<file path="src/sv/gkls_pkg.sv">
package gkls_pkg;

    localparam int MAX_POINTS   = 256;
    localparam int MAX_FEATURES = 8;
    localparam int PC_W         = 9;
    localparam int PIDX_W       = 8;
    localparam int FEAT_W       = 3;
    localparam int FC_W         = 4;
    localparam int STORE_AW     = PIDX_W + FEAT_W;
    localparam int DIST_W       = 40;
    localparam int MUL_W        = 33;
    localparam int DIV_DW       = 40;

    localparam logic [31:0] LN2_Q32         = 32'd2977044472;
    localparam logic [63:0] HALF_LN_2PI_Q32 = 64'd3946810947;
    localparam logic [16:0] LOG2E_Q16       = 17'd94548;
    localparam logic [36:0] MV_CAP          = 37'd68719476736;
    localparam logic [63:0] T_LIMIT         = 64'd2097152;

    localparam logic [6:0] DIV_T_BITS    = 7'd56;
    localparam logic [6:0] DIV_TERM_BITS = 7'd33;
    localparam logic [3:0] TAYLOR_TERMS  = 4'd12;

    localparam logic [1:0] OP_CLEAR = 2'd0;
    localparam logic [1:0] OP_LOAD  = 2'd1;
    localparam logic [1:0] OP_QUERY = 2'd2;
    localparam logic [1:0] OP_NONE  = 2'd3;

    localparam logic [1:0] ST_OK    = 2'd0;
    localparam logic [1:0] ST_EMPTY = 2'd1;
    localparam logic [1:0] ST_FULL  = 2'd2;

    localparam logic REG_BW = 1'b0;
    localparam logic REG_FC = 1'b1;

endpackage

</file>
<file path="src/sv/gkls_mul.sv">
module gkls_mul (
    input  logic                          aclk,
    input  logic [gkls_pkg::MUL_W-1:0]    a,
    input  logic [gkls_pkg::MUL_W-1:0]    b,
    output logic [2*gkls_pkg::MUL_W-1:0]  p
);
    import gkls_pkg::*;

    always_ff @(posedge aclk) begin
        p <= a * b;
    end

endmodule

</file>
<file path="config.mk">
export PLATFORM = sky130hd
export DESIGN_NAME = gkls_mul
export DESIGN_NICKNAME = d
export VERILOG_FILES = /design/src/sv/gkls_pkg.sv /design/src/sv/gkls_mul.sv
export SDC_FILE = /design/constraint.sdc
export NUM_CORES = 2
export LEC_CHECK = 0
export ABC_AREA = 1
export BUFFER_PORTS_ARGS = -buffer_cell sky130_fd_sc_hd__buf_2
export CAP_MARGIN = 25
export CORE_UTILIZATION = 60
export CTS_CLUSTER_DIAMETER = 100
export CTS_CLUSTER_SIZE = 8
export DETAILED_ROUTE_END_ITERATION = 10
export PLACE_DENSITY = 0.77
export SYNTH_ARGS = -nofsm -noshare
export SYNTH_HDL_FRONTEND = slang
export SYNTH_SLANG_ARGS = --single-unit
</file>
<file path="constraint.sdc">
create_clock -name aclk -period 14.15 [get_ports aclk]
set_clock_uncertainty 0.1 [all_clocks]
set_input_delay 1.415 -clock aclk [delete_from_list [all_inputs] [get_ports aclk]]
set_output_delay 1.415 -clock aclk [all_outputs]
set_load 0.01 [all_outputs]
</file>
==> run metrics <==
Worst-Margin Slew=0.962 ns; die outline width=260 um; Final min period=8.35 ns; total CTS buffers=9; IO Port Bufs=132; Post-Syn Nets=6696; FF+latch area=1320 um^2; Core Box Area=65700 um^2; gpl congestion=0.961; Most used DFF post-synth=dfxtp_1; Worst setup SP type=primary input; run status=complete, no violations; clock buffer depth=2; DRC viols=0; hold crit path type=primary input to flip-flop; I/O Pins=133; Final period util=0.590; Mapped Area=39800 um^2; Pre-antenna DRT Iters=6; fraction of layout cells with a size suffix above 1=0.0385; WL/cell=17.3 um; Crit path required time=14.27 ns; Die ar.=67400 um^2; Setup Buffers After CTS=0; Setup CP Type=primary input to flip-flop; max_cap viols=0; global-route usage over all layers=0.335; critical-path cell with the highest stage delay=buf_2; Adder-Cell Fraction of Synth Area=0.565; via count=31.6k; ANT nets after route=0; most frequent cells in the layout=inv_1, nand2_1, fa_1; num rows=94; #FFs+latches synth=66; worst-path cell chain=buf_2 -> nand2_1 -> fa_1 -> fa_1 -> fa_1 -> fa_1 -> fa_1 -> inv_1 -> fa_1 -> fa_1 -> inv_1 -> fa_1 -> inv_1 -> ha_1 -> nand2_1 -> nor2_1 -> inv_1 -> nor2_1 -> a21oi_1 -> nand2_1 -> xor2_1; Slew Limit Fails=0; DP Wirelength=88300 um; most common cell after layout, fill and taps aside=inv_1; Post-synth EDFFs=0; Slew headroom=0.359; Post-Synth Simple-Gate Area=0.182; first-pass GRT wire length=175000 um; compound-gate portion of the synthesized area=0.00804; CTS clock-pin slew for the worst setup and hold paths=0.06 ns; crit-path max cell delay=0.67 ns; RSZ-0062 raised after global routing=false; Area Growth Syn to Fin=2.90%; CP dominant cell by count=fa_1; clock root cell=clkbuf_16; Post-Synthesis Cells=5406; Net count, final=6587; Initial Util=0.606; Seq/Total Area, Yosys=0.0332; Hold Crit Depth=3; final wirelength=106000 um; Via density=5.12; Iteration-0 DRC Markers=2545; final setup violation count=0; Remaining Overflow, GRT=0; area of the multi-input gates=30400 um^2; cts hold-fix bufs=0; crit-path leading delay family=adder cells; initial antenna violation count=4; fmax=120 MHz; WP depth=21; register bank with the most flops=p; H-tree levels=3; Syn. warnings=0; share of synthesized flip-flops with an asynchronous set or reset=0; max FFs per register=66; clock tree from TritonCTS=done; setup TNS=0 ns; Die H=260 um; Synth cell types=29; CP arrival=8.46 ns; mux contribution to synthesized area=0; PostCTS Resize Cnt=0; CP Capture Type=flip-flop; largest net degree at the start of global routing=34; TritonCTS Sinks=66; main combinational cell family by area after synthesis=adder cells; Synth Area in XOR/XNOR=0.00792; vias in the first global route=33.2k; Mapped Avg Cell Area=7.37 um^2; Critical Path Fanout Max=33; Fill cells=5856; final hold violation count=0; Top Registers=p (66); Buf+Inv Stages, Crit Path=5
## routing by layer
| layer | up-vias | global-route usage | share of wire |
|---|---|---|---|
| li1 | 14300 | - | - |
| met1 | 15500 | 0.453 | 0.40 |
| met2 | 1513 | 0.544 | 0.47 |
| met3 | 248 | 0.0647 | 0.098 |
| met4 | 2 | 0.109 | 0.037 |
| met5 | - | 0 | 0.00013 |
## area by class of cell
type	instances	area share
well taps	864	0.0264
clock buffers	9	0.00550
clock inverters	7	0.00189
multi-input cells	3174	0.741
repair buffers	144	0.0183
diodes	4	0.000244
inverters	1902	0.174
flip-flops and latches	66	0.0322
## path summary, 6_finish.rpt
check | start | slack (ns) | to
setup / recovery | b[9] | 5.80 | p[32]$_DFF_P_
hold / removal | b[0] | 1.53 | p[0]$_DFF_P_
## synth_stat cells (8+ instances only)
cell | number | area share
fa_1 | 958 | 0.48
clkbuf_1 | 264 | 0.025
nor2_2 | 13 | 0.0020
nor3_1 | 10 | 0.0013
nand3_1 | 51 | 0.0064
ha_1 | 265 | 0.083
a21oi_1 | 42 | 0.0053
inv_1 | 1892 | 0.18
nand4_1 | 13 | 0.0020
nor2_1 | 96 | 0.0090
o21bai_1 | 8 | 0.0015
inv_2 | 10 | 0.00094
xor2_1 | 31 | 0.0068
nand2_1 | 1652 | 0.16
nand3_2 | 8 | 0.0020
dfxtp_1 | 66 | 0.033
## per-stage QoR
| step | worst slack, ns | hold WS [ns] | cells | utilization | cell area [um^2] |
|---|---|---|---|---|---|
| CTS | 5.91 | 1.53 | 6166 | 0.623 | 41000 |
| finish | 5.80 | 1.53 | 6170 | 0.623 | 41000 |
| detailed placement | 5.58 | 1.71 | 6150 | 0.618 | 40700 |
| global placement | 5.61 | 1.71 | 6150 | 0.618 | 40700 |
| floorplan | 6.58 | 1.58 | 5406 | - | 39800 |
| global route | 5.57 | 1.58 | 6166 | 0.623 | 41000 |
## cells by family after synthesis
family / after synthesis
buffers and inverters: 2166
and+or+nand+nor: 1858
adders and majority gates: 1223
DFF: 66
AOI/OAI and AO/OA: 57
xor gates and xnor gates: 36
Power is left out: the tool's default activity adds up to more than one toggle a clock period on the data nets, which glitch-free logic cannot reach.
