## config.mk

```make
export PLATFORM = sky130hd
export DESIGN_NAME = gkls_div
export DESIGN_NICKNAME = d
export VERILOG_FILES = /design/src/sv/gkls_pkg.sv /design/src/sv/gkls_div.sv
export SDC_FILE = /design/constraint.sdc
export NUM_CORES = 1
export LEC_CHECK = 0
export BUFFER_PORTS_ARGS = -buffer_cell sky130_fd_sc_hd__buf_4
export CORE_UTILIZATION = 37
export DETAILED_ROUTE_END_ITERATION = 10
export PLACE_DENSITY_LB_ADDON = 0.25
export SYNTH_ARGS = -nofsm -noshare
export SYNTH_HDL_FRONTEND = slang
export SYNTH_SLANG_ARGS = --single-unit
```

## constraint.sdc

```tcl
create_clock -name aclk -period 4.65 [get_ports aclk]
set_clock_uncertainty 0.2 [all_clocks]
set_input_delay 0.465 -clock aclk [delete_from_list [all_inputs] [get_ports aclk]]
set_output_delay 0.465 -clock aclk [all_outputs]
set_load 0.01 [all_outputs]
```

## src/sv/gkls_pkg.sv

```systemverilog
package gkls_pkg;

    localparam int MAX_POINTS   = 256;
    localparam int MAX_FEATURES = 8;
    localparam int PC_W         = 9;
    localparam int PIDX_W       = 8;
    localparam int FEAT_W       = 3;
    localparam int FC_W         = 4;
    localparam int STORE_AW     = PIDX_W + FEAT_W;
    localparam int DIST_W       = 40;
    localparam int MUL_W        = 33;
    localparam int DIV_DW       = 40;

    localparam logic [31:0] LN2_Q32         = 32'd2977044472;
    localparam logic [63:0] HALF_LN_2PI_Q32 = 64'd3946810947;
    localparam logic [16:0] LOG2E_Q16       = 17'd94548;
    localparam logic [36:0] MV_CAP          = 37'd68719476736;
    localparam logic [63:0] T_LIMIT         = 64'd2097152;

    localparam logic [6:0] DIV_T_BITS    = 7'd56;
    localparam logic [6:0] DIV_TERM_BITS = 7'd33;
    localparam logic [3:0] TAYLOR_TERMS  = 4'd12;

    localparam logic [1:0] OP_CLEAR = 2'd0;
    localparam logic [1:0] OP_LOAD  = 2'd1;
    localparam logic [1:0] OP_QUERY = 2'd2;
    localparam logic [1:0] OP_NONE  = 2'd3;

    localparam logic [1:0] ST_OK    = 2'd0;
    localparam logic [1:0] ST_EMPTY = 2'd1;
    localparam logic [1:0] ST_FULL  = 2'd2;

    localparam logic REG_BW = 1'b0;
    localparam logic REG_FC = 1'b1;

endpackage

```

## src/sv/gkls_div.sv

```systemverilog
module gkls_div (
    input  logic                        aclk,
    input  logic                        aresetn,
    input  logic                        start,
    input  logic [63:0]                 num,
    input  logic [gkls_pkg::DIV_DW-1:0] den,
    input  logic [6:0]                  nbits,
    output logic                        done,
    output logic [63:0]                 quo
);
    import gkls_pkg::*;

    logic [63:0]       q_reg;
    logic [DIV_DW:0]   r_reg;
    logic [DIV_DW-1:0] den_reg;
    logic [6:0]        cnt_reg;
    logic              busy_reg;
    logic              done_reg;
    logic [DIV_DW:0]   r_sh;
    logic              ge;
    logic [DIV_DW:0]   r_new;

    always_comb begin
        r_sh  = {r_reg[DIV_DW-1:0], q_reg[63]};
        ge    = r_sh >= {1'b0, den_reg};
        r_new = ge ? (r_sh - {1'b0, den_reg}) : r_sh;
    end

    always_ff @(posedge aclk) begin
        if (!aresetn) begin
            busy_reg <= 1'b0;
            done_reg <= 1'b0;
        end else begin
            done_reg <= 1'b0;
            if (start) begin
                busy_reg <= 1'b1;
            end else if (busy_reg && cnt_reg == 7'd1) begin
                busy_reg <= 1'b0;
                done_reg <= 1'b1;
            end
        end
    end

    always_ff @(posedge aclk) begin
        if (start) begin
            q_reg   <= num << (7'd64 - nbits);
            r_reg   <= '0;
            cnt_reg <= nbits;
            den_reg <= den;
        end else if (busy_reg) begin
            q_reg   <= {q_reg[62:0], ge};
            r_reg   <= r_new;
            cnt_reg <= cnt_reg - 7'd1;
        end
    end

    assign done = done_reg;
    assign quo  = q_reg;

endmodule

```

==> summary.md, run 1 <==
| Metric | Value |
|---|---|
| PwrDens | `328 nW/um^2` |
| Filler cells | `around 3.1k` |
| Chip height | `around 180 um` |
| Placed wire-length estimate | `approximately 29 mm` |
| Die ar. | `between 30,000 and 40,000 sq um` |
| Share of layout cells above drive strength 1 | `around a fifth` |
| Total track usage | `a little under a quarter` |
| Drt first pass iters | `5` |
| Synth top area cells | `edfxtp_1 (28%), mux4_2 (9.1%), dfxtp_1 (7.0%), nand2_1 (6.0%), ha_1 (4.5%)` |
| Slew Limit Fails | `0` |
| Resize count post-CTS | `0` |
| Area of the multi-input gates | `slightly above 7000 sq um` |
| Critical Path RT | `4810 ps` |
| Critical-path cell list | `inv_1 > ha_1 > fa_1 > nand2b_1 > a21oi_1 > o311ai_0 > nand4_1 > a31oi_1 > o31ai_1 > a21boi_0 > xor2_1 > a22oi_1` |
| Critical path endpoint category | `register` |
| Hold path startpoint | `den[35]` |
| Clk slew on worst S/H paths | `roughly 70 ps` |
| Rows | `65` |
| Leading area contributor after synthesis | `edfxtp_1` |
| Hold Vio Cnt, Final | `0` |
| Most used DFF post-synth | `edfxtp_1` |
| Final TNS setup | `0 ps` |
| Sequential area share after synthesis | `about a third` |
| Core Area | `31,600 sq um` |
| Non-filler cells, final | `approximately 1.9k` |
| Initial Utilization | `37.7%` |
| Syn Std Cell Area | `11,900 sq um` |
| Top cell types by occurrence after synthesis | `nand2_1 (191), nor2_1 (127), edfxtp_1 (111)` |
| Clock Latency Late Sink | `approximately 440 ps` |
| Post CTS Setup Buffer Count | `0` |
| Root Driver | `clkbuf_16` |
| Most common cell in the netlist | `nand2_1` |
| End-of-flow core utilization | `roughly 46%` |
| Worst rel slew slack | `between 40 and 50%` |
| Post-route ant nets | `0` |
| P&R area growth vs syn | `22.8%` |
| Max FO, Critical Path | `4` |
| Via count | `11.0k` |
| Port bufs | `between 150 and 200` |
| Max VDD drop | `271 uV` |
| Crit Path Class | `reg -> reg` |
| Final period utilization | `about four fifths` |
| Clock Tree Buf Depth | `2` |
| TritonCTS clock tree | `yes` |
| Avg Synthesized Cell Area | `8.99 sq um` |
| Worst-margin pin slew | `between 800 and 900 ps` |
| Worst stage delay on the critical path | `690 ps` |
| Crit-path slowest cell | `o31ai_1` |
| Fin worst setup slack | `around 870 ps` |
| FF+latch count, synth | `153` |
| Worst setup path end | `r_reg[34]` |
| Hold Crit Class | `in -> reg` |
| Reg-to-Reg End | `r_reg[34]` |
| Crit start category | `register` |
| Largest net degree at the start of global routing | `61` |
| Fin area | `~15,000 sq um` |
| RSZ-0062 raised after global routing | `no` |
| Synth top area share | `between 20 and 30%` |
| Register area | `4180 sq um` |
| Routed wire length | `about 39 mm` |
| Post-synth EDFFs | `between 100 and 150` |
| GR Overflow Total | `0` |
| Dpl cells | `~1.8k` |
| DRC viols | `0` |
| Synth Net Count | `~1.5k` |
| Synthesis Warnings | `0` |
| I/O pin count | `about 180` |
| Distinct cells, synth | `just under 70` |
| 1st-iter DRT viols | `920` |
| Pre-CTS setup slack | `between 700 and 800 ps` |
| Mapped Cells | `approximately 1.3k` |
| Ant diodes | `0` |
| Max Clk Rate | `around 260 MHz` |
| # Max-Cap Violations | `0` |
| Final setup violation count | `0` |
| Async set or reset register ratio after synthesis | `0%` |
| Cells on worst reg2reg path | `12` |
| Gpl congestion | `~0.92` |
| CTS buffer count | `17` |
| Status | `completed` |
| Area of placed instances | `roughly 14,000 sq um` |
| Clock Sinks | `153` |
| H-tree level count | `4` |
| Drt wl/cell | `a little over 20 um` |
| Critical Path AT | `slightly below 4000 ps` |
| Max FFs per register | `64` |
| Post-layout min period | `about 3800 ps` |
| FF-to-FF Start | `quo[63]` |
| Via count of the first global-routing pass | `approximately 11k` |
| Global-route wire length before repair | `59.6 mm` |
| Via density | `5.77` |
| Final #Nets | `around 1.7k` |
| Initial antenna violation count | `0` |
| Crit path launch | `quo[63]` |
| Lkg Pwr | `about 6.1 nW` |
| Worst hold path depth | `1` |
| Die Width | `between 150 and 200 um` |
| Flop2flop setup slack | `about 870 ps` |
| Hold Buf Count CTS | `35` |
## power breakdown
part | internal [W] | switching [W]
sequential | 0.00163 | 0.000113
combinational | 0.000694 | 0.000989
clock | 0.000749 | 0.000624
total | 0.00307 | 0.00173
## cell type report
cell class,count,area share (%)
inverters,61,1.56
multi-input cells,1016,49.2
flip-flops and latches,153,28.5
repair buffers,246,13.5
clock buffers,18,2.93
well taps,402,3.43
clock inverters,14,0.940
## critical path: cells and delay by family (launching register included)
family	cells	cell delay, ps
buffers and inverters	1	70
adders and majority gates	2	630
xor gates and xnor gates	1	200
DFF	1	420
and+or+nand+nor	2	420
AOI/OAI and AO/OA	6	1760
## per-layer routing
layer,part of all wire [%],up-vias,global-route usage (%)
met3,6.1,50,4.63
met4,2.1,0,6.95
met1,46,5310,32.3
met5,0,-,0
li1,-,5289,-
met2,45,380,37.0
## cell families (layout without fill, tap and decap cells)
family	Yosys count	after routing	synth area share (%)
AND/OR/NAND/NOR	422	422	15.1
AO/OA/AOI/OAI	406	406	23.1
buffers and inverters	158	339	5.44
flip-flops	153	153	35.0
multiplexers	99	99	13.4
XOR/XNOR	45	45	3.30
adder cells (fa/ha/maj)	44	44	4.68
## layout by cell type (no fill, tap or decap), drive strengths merged, types with 7 or more instances in the layout
master,n
nand2b,10
o21ai,87
clkbuf,18
a21oi,103
mux4,48
a21o,21
inv,67
dlygate4sd3,36
o21a,7
xor2,21
a22oi,10
a211oi,20
a311oi,7
nor3,20
nand4,9
nand2,191
buf,210
o211a,8
nor2b,12
o2bb2ai,31
a31oi,19
dfxtp,42
mux2i,45
edfxtp,111
ha,43
xnor2,24
nand3,27
o221ai,22
a221o,9
o211ai,23
nor2,127
## through the flow
step / hold slack [ps] / power, W
floorplan: 244 / 0.00280
CTS: 0.129 / 0.00481
finish: 21.1 / 0.00480
global placement: 266 / 0.00339
detailed placement: 268 / 0.00340
global route: 3.24 / 0.00503
## worst min-delay path by stage
stage                        endpoint  slack (ps)
after floorplan             r_reg[26]         240
after global placement      r_reg[26]         270
after detailed placement    r_reg[26]         270
after CTS                 den_reg[10]         0.1
after global routing       den_reg[5]           3
final                     den_reg[35]          20
Note: power is estimated with default switching activity, not from simulation.
==> inputs of run 2 (changes only) <==
==> constraint.sdc (replaced) <==
create_clock -name aclk -period 3.92 [get_ports aclk]
set_clock_uncertainty 0.2 [all_clocks]
set_input_delay 0.392 -clock aclk [delete_from_list [all_inputs] [get_ports aclk]]
set_output_delay 0.392 -clock aclk [all_outputs]
set_load 0.01 [all_outputs]
==> summary.md, run 2 (synthesis gave the netlist of run 1 again) <==
| Metric | Value |
|---|---|
| Status | `completed (unchanged)` |
| Lkg Pwr | `6.20 nW (was 6.10 nW)` |
| Placed wire-length estimate | `29.3 mm (was 28.9 mm)` |
| Final setup violation count | `0 (unchanged)` |
| RSZ-0062 raised after global routing | `no (unchanged)` |
| Core Area | `31,600 sq um (unchanged)` |
| Max Clk Rate | `283 MHz (was 264 MHz)` |
| Chip height | `182 um (unchanged)` |
| FF-to-FF Start | `den_reg[10] (was quo[63])` |
| CTS buffer count | `17 (unchanged)` |
| GR Overflow Total | `0 (unchanged)` |
| Hold Crit Class | `in -> reg (unchanged)` |
| Drt wl/cell | `19.9 um (was 20.2 um)` |
| DRC viols | `0 (unchanged)` |
| Crit Path Class | `reg -> reg (unchanged)` |
| Via count | `11.1k (was 11.0k)` |
| Clock Sinks | `153 (unchanged)` |
| Die ar. | `33,000 sq um (unchanged)` |
| Crit path launch | `den_reg[10] (was quo[63])` |
| Final TNS setup | `0 ps (unchanged)` |
| M3 GR Usage | `5.31% (was 4.63%)` |
| Flop2flop setup slack | `390 ps (was 870 ps)` |
| Final #Nets | `1,674 (was 1,653)` |
| Clock Latency Late Sink | `430 ps (was 440 ps)` |
| Port bufs | `178 (unchanged)` |
| Ant diodes | `0 (unchanged)` |
| Most common cell after layout, fill and taps aside | `buf_4 (unchanged)` |
| Root Driver | `clkbuf_16 (unchanged)` |
| Via density | `5.74 (was 5.77)` |
| Gpl congestion | `0.912 (was 0.919)` |
| GRT met1 Usage | `31.8% (was 32.3%)` |
| Share of layout cells above drive strength 1 | `21.7% (was 21.1%)` |
| Drt first pass iters | `6 (was 5)` |
| Rows | `65 (unchanged)` |
| Max FFs per register | `64 (unchanged)` |
| Max FO, Critical Path | `16 (was 4)` |
| Most frequent cells in the layout | `buf_4 (224), nand2_1 (191), nor2_1 (127) (was buf_4 (207), nand2_1 (191), nor2_1 (127))` |
| Routed wire length | `38.4 mm (was 38.7 mm)` |
| Clock Tree Buf Depth | `2 (unchanged)` |
| Busiest grt layer | `met2 (unchanged)` |
| Final period utilization | `90.1% (was 81.4%)` |
| Die Width | `182 um (unchanged)` |
| Total track usage | `23.3% (was 23.4%)` |
| # Max-Cap Violations | `0 (unchanged)` |
| Largest net degree at the start of global routing | `73 (was 61)` |
| Critical Path AT | `3600 ps (was 3940 ps)` |
| Total power | `0.00577 W (was 0.00480 W)` |
| Fin area | `14,800 sq um (was 14,600 sq um)` |
| End-of-flow core utilization | `46.9% (was 46.3%)` |
| Slew Limit Fails | `0 (unchanged)` |
| Post-layout min period | `3530 ps (was 3780 ps)` |
| Post-route ant nets | `0 (unchanged)` |
| Hold Vio Cnt, Final | `0 (unchanged)` |
| Global-route wire length before repair | `59.5 mm (was 59.6 mm)` |
| 1st-iter DRT viols | `999 (was 920)` |
| PwrDens | `389 nW/um^2 (was 328 nW/um^2)` |
| I/O pin count | `179 (unchanged)` |
| Critical Path RT | `3990 ps (was 4810 ps)` |
| Crit start category | `register (unchanged)` |
| Pre-CTS setup slack | `239 ps (was 793 ps)` |
| Cells on worst reg2reg path | `12 (unchanged)` |
| Critical path endpoint category | `register (unchanged)` |
| Area of placed instances | `13,800 sq um (was 13,700 sq um)` |
| Post CTS Setup Buffer Count | `0 (unchanged)` |
| Clk slew on worst S/H paths | `60 ps (was 70 ps)` |
| Initial antenna violation count | `0 (unchanged)` |
| Worst rel slew slack | `20.1% (was 40.6%)` |
| Met2 Use GR | `36.6% (was 37.0%)` |
| Fin worst setup slack | `387 ps (was 867 ps)` |
| Worst-margin pin slew | `1190 ps (was 887 ps)` |
| TritonCTS clock tree | `yes (unchanged)` |
| P&R area growth vs syn | `24.4% (was 22.8%)` |
| Via count of the first global-routing pass | `10.6k (about the same)` |
| Worst setup path end | `r_reg[16] (was r_reg[34])` |
| Max VDD drop | `312 uV (was 271 uV)` |
| H-tree level count | `4 (unchanged)` |
| Reg-to-Reg End | `r_reg[16] (was r_reg[34])` |
| Initial Utilization | `37.7% (unchanged)` |
| Filler cells | `3,018 (was 3,074)` |
## run 2: cell types whose count changed in the layout (fill, tap and decap cells not counted)
cell | previous run | this run
clkinv_2 | 1 | 2
clkinv_4 | 4 | 2
clkinvlp_4 | 2 | 4
dlygate4sd3_1 | 36 | 40
clkbuf_1 | 1 | 3
buf_4 | 207 | 224
clkinv_1 | 0 | 1
inv_6 | 6 | 0
bufinv_16 | 1 | 3
## run 2: metrics by stage
step                instances  hold WS, ps
floorplan                1327          244
global placement         1859          265
detailed placement       1859          267
CTS                      1931         14.8
global route             1931         21.0
finish                   1931         25.3
## run 2: per-layer routing
metal,vias up,wire length [um]
li1,5311,-
met5,-,0
met4,0,817
met2,437,17300
met1,5290,17400
met3,49,2930
## run 2: worst min-delay path by stage
stage | from | end | slack (ps) | cells past startpoint
after floorplan | r_reg[26] | r_reg[26] | 240 | 2
after global placement | r_reg[26] | r_reg[26] | 260 | 2
after detailed placement | r_reg[26] | r_reg[26] | 270 | 2
after CTS | aresetn | busy_reg | 10 | 3
after global routing | aresetn | busy_reg | 20 | 3
final | aresetn | busy_reg | 30 | 3
## run 2: area by class of cell
cell class              count  area, sq um  share of cell area (%)
inverters                  61          229                    1.54
flip-flops and latches    153         4180                    28.1
well taps                 402          503                    3.39
multi-input cells        1016         7200                    48.5
clock inverters            12          151                    1.02
repair buffers            267         2140                    14.4
clock buffers              20          437                    2.94
## run 2: timing repair
action                    CTS  global route
gates resized for setup     0             0
hold buffers               40             0
hold endpoints to repair   40             0
## run 2: where the power goes
group	switching [W]	total (W)	internal [W]
sequential	0.000137	0.00207	0.00193
combinational	0.00117	0.00202	0.000851
clock	0.000681	0.00168	0.000999
## run 2: worst max-delay path, stage by stage, from the launching register on
cell and delay, ps:
edfxtp_1 330, inv_1 50, ha_1 360, a21o_1 250
a211o_1 300, a21o_1 170, o2111ai_2 310, a31oi_4 190
a311oi_4 470, buf_4 240, buf_4 220, mux2i_1 200
a211oi_1 90
==> inputs of run 3 (changes only) <==
--- a/config.mk
+++ b/config.mk
@@ -6,6 +6,7 @@
 export NUM_CORES = 1
 export LEC_CHECK = 0
 export BUFFER_PORTS_ARGS = -buffer_cell sky130_fd_sc_hd__buf_4
+export CORE_MARGIN = 1.5
 export CORE_UTILIZATION = 37
 export DETAILED_ROUTE_END_ITERATION = 10
 export PLACE_DENSITY_LB_ADDON = 0.25
==> summary.md, run 3 (synthesis gave the netlist of run 1 again) <==
| Metric | Value |
|---|---|
| Hold Crit Class | `in -> reg (unchanged)` |
| Critical Path RT | `4010 ps (was 3990 ps)` |
| Worst-margin pin slew | `1260 ps (was 1190 ps)` |
| Gpl congestion | `0.957 (was 0.912)` |
| Via count | `11.0k (was 11.1k)` |
| Clock Power Share | `27.6% (was 29.1%)` |
| I/O pin count | `179 (unchanged)` |
| Fin area | `14,800 sq um (about the same)` |
| Via density | `5.73 (was 5.74)` |
| Drt wl/cell | `19.5 um (was 19.9 um)` |
| Hold Buf Count CTS | `40 (unchanged)` |
| Worst rel slew slack | `15.7% (was 20.1%)` |
| Rows | `65 (unchanged)` |
| Hold endpoint | `busy_reg (unchanged)` |
| Global-route wire length before repair | `58.6 mm (was 59.5 mm)` |
| Ant diodes | `0 (unchanged)` |
| # Max-Cap Violations | `0 (unchanged)` |
| Crit start category | `register (unchanged)` |
| Largest net degree at the start of global routing | `73 (unchanged)` |
| Drt first pass iters | `6 (unchanged)` |
| P&R area growth vs syn | `23.7% (was 24.4%)` |
| Final setup violation count | `0 (unchanged)` |
| Most Frequent Cell on Critical Path | `a21o_1` |
| Clk slew on worst S/H paths | `70 ps (was 60 ps)` |
| Port bufs | `178 (unchanged)` |
| Max Clk Rate | `277 MHz (was 283 MHz)` |
| Final period utilization | `92.2% (was 90.1%)` |
| Placed wire-length estimate | `28.8 mm (was 29.3 mm)` |
| H-tree level count | `4 (unchanged)` |
| Post-layout min period | `3620 ps (was 3530 ps)` |
| TritonCTS clock tree | `yes (unchanged)` |
| Final TNS setup | `0 ps (unchanged)` |
| Clock Tree Buf Depth | `2 (unchanged)` |
| Critical path endpoint category | `register (unchanged)` |
| Slew Limit Fails | `0 (unchanged)` |
| Lkg Pwr | `6.16 nW (was 6.20 nW)` |
| Initial Utilization | `37.7% (unchanged)` |
| Most frequent cells in the layout | `buf_4 (219), nand2_1 (191), nor2_1 (127) (was buf_4 (224), nand2_1 (191), nor2_1 (127))` |
| Reg-to-Reg End | `r_reg[20] (was r_reg[16])` |
| Core Area | `31,600 sq um (unchanged)` |
| Resize count post-CTS | `0 (unchanged)` |
| Share of layout cells above drive strength 1 | `21.6% (was 21.7%)` |
| Most common cell after layout, fill and taps aside | `buf_4 (unchanged)` |
| Max FFs per register | `64 (unchanged)` |
| Hold WS | `62.0 ps (was 25.3 ps)` |
| Die Width | `183 um (was 182 um)` |
| Post CTS Setup Buffer Count | `0 (unchanged)` |
| Area of placed instances | `13,800 sq um (about the same)` |
| Via count of the first global-routing pass | `10.7k (was 10.6k)` |
| Max VDD drop | `286 uV (was 312 uV)` |
| Routed wire length | `37.6 mm (was 38.4 mm)` |
| CTS buffer count | `17 (unchanged)` |
| Total power | `0.00563 W (was 0.00577 W)` |
| Root Driver | `clkbuf_16 (unchanged)` |
| Sw frac | `36.0% (was 34.5%)` |
| Crit Path Class | `reg -> reg (unchanged)` |
| Critical-path cell list | `inv_1 > ha_1 > a21o_1 > a211o_1 > a21o_1 > o2111ai_2 > a31oi_4 > a311oi_4 > buf_4 > nor2_1 > a21oi_1 > a211oi_2 (was inv_1 > ha_1 > a21o_1 > a211o_1 > a21o_1 > o2111ai_2 > a31oi_4 > a311oi_4 > buf_4 > buf_4 > mux2i_1 > a211oi_1)` |
| Crit-path slowest cell | `a311oi_4 (unchanged)` |
| FF-to-FF Start | `den_reg[10] (unchanged)` |
| Initial antenna violation count | `0 (unchanged)` |
| GR Overflow Total | `0 (unchanged)` |
| Worst stage delay on the critical path | `690 ps (was 470 ps)` |
| Cells on worst reg2reg path | `12 (unchanged)` |
| Total track usage | `22.7% (was 23.3%)` |
| Clock Sinks | `153 (unchanged)` |
| Max FO, Critical Path | `15 (was 16)` |
| 1st-iter DRT viols | `1,076 (was 999)` |
| Reg power frac | `36.6% (was 35.9%)` |
| Hold path startpoint | `aresetn (unchanged)` |
| PwrDens | `382 nW/um^2 (was 389 nW/um^2)` |
| Die ar. | `33,300 sq um (was 33,000 sq um)` |
| Flop2flop setup slack | `300 ps (was 390 ps)` |
| Worst hold path depth | `3 (unchanged)` |
| NetSw | `0.00203 W (was 0.00199 W)` |
| DRC viols | `0 (unchanged)` |
| Status | `completed (unchanged)` |
| Chip height | `183 um (was 182 um)` |
| Hold Vio Cnt, Final | `0 (unchanged)` |
| Internal power | `0.00360 W (was 0.00378 W)` |
| Comb power frac | `35.8% (was 35.0%)` |
| Final #Nets | `1,669 (was 1,674)` |
| Clock Latency Late Sink | `440 ps (was 430 ps)` |
| Post-route ant nets | `0 (unchanged)` |
| Critical Path AT | `3710 ps (was 3600 ps)` |
| RSZ-0062 raised after global routing | `no (unchanged)` |
run 3: changes by cell type in the layout (fill, tap and decap cells not counted), sizes merged:
cell / before / now
buf: 227 / 222
bufinv: 3 / 0
clkbuf: 20 / 17
clkinv: 5 / 4
inv: 61 / 68
run 3: per-stage QoR:
stage          instances  util [%]  worst slack (ps)
2_1_floorplan       1327         -              54.0
3_3_place_gp        1854      43.7               328
3_5_place_dp        1854      43.7               334
4_1_cts             1926      46.6               292
5_1_grt             1926      46.6              71.1
6_report            1926      46.6               304
run 3: critical path, delay by kind of cell (launching register included):
| family | cells | cell delay (ps) |
|---|---|---|
| simple gates | 1 | 70 |
| compound gates | 8 | 2130 |
| buf+inv | 2 | 370 |
| flops | 1 | 340 |
| fa+ha+maj | 1 | 370 |
run 3: final cells by class:
cell class                 count  area [sq um]
multi-input combinational   1016          7200
clock inverter                15           119
clock buffer                  17           425
inverter                      61           229
fill                        3016         16900
sequential                   153          4180
timing repair buffer         262          2100
tap                          402           503
run 3: worst max path at each step:
stage,start,slack [ps],end
CTS,den_reg[10],290,r_reg[20]
detailed placement,den_reg[10],330,r_reg[20]
floorplan,nbits[0],50,quo[49]
global placement,nbits[0],330,quo[51]
finish,den_reg[10],300,r_reg[20]
global route,quo[63],70,r_reg[34]
run 3: per-layer routing:
layer,share of wire (%),up-vias,track usage (%),wire [um]
met5,0,-,0,0
met4,3.1,0,8.26,1160
met3,7.4,63,5.89,2780
met2,45,418,36.3,17000
met1,44,5238,29.6,16800
li1,-,5318,-,-
run 3: power groups by stage:
stage	registers [W]	clock network, W	logic (W)
6_report	0.00206	0.00156	0.00202
5_1_grt	0.00207	0.00165	0.00221
4_1_cts	0.00205	0.00158	0.00200
3_5_place_dp	0.00209	0	0.00196
3_3_place_gp	0.00209	0	0.00195
2_1_floorplan	0.00208	0	0.00124
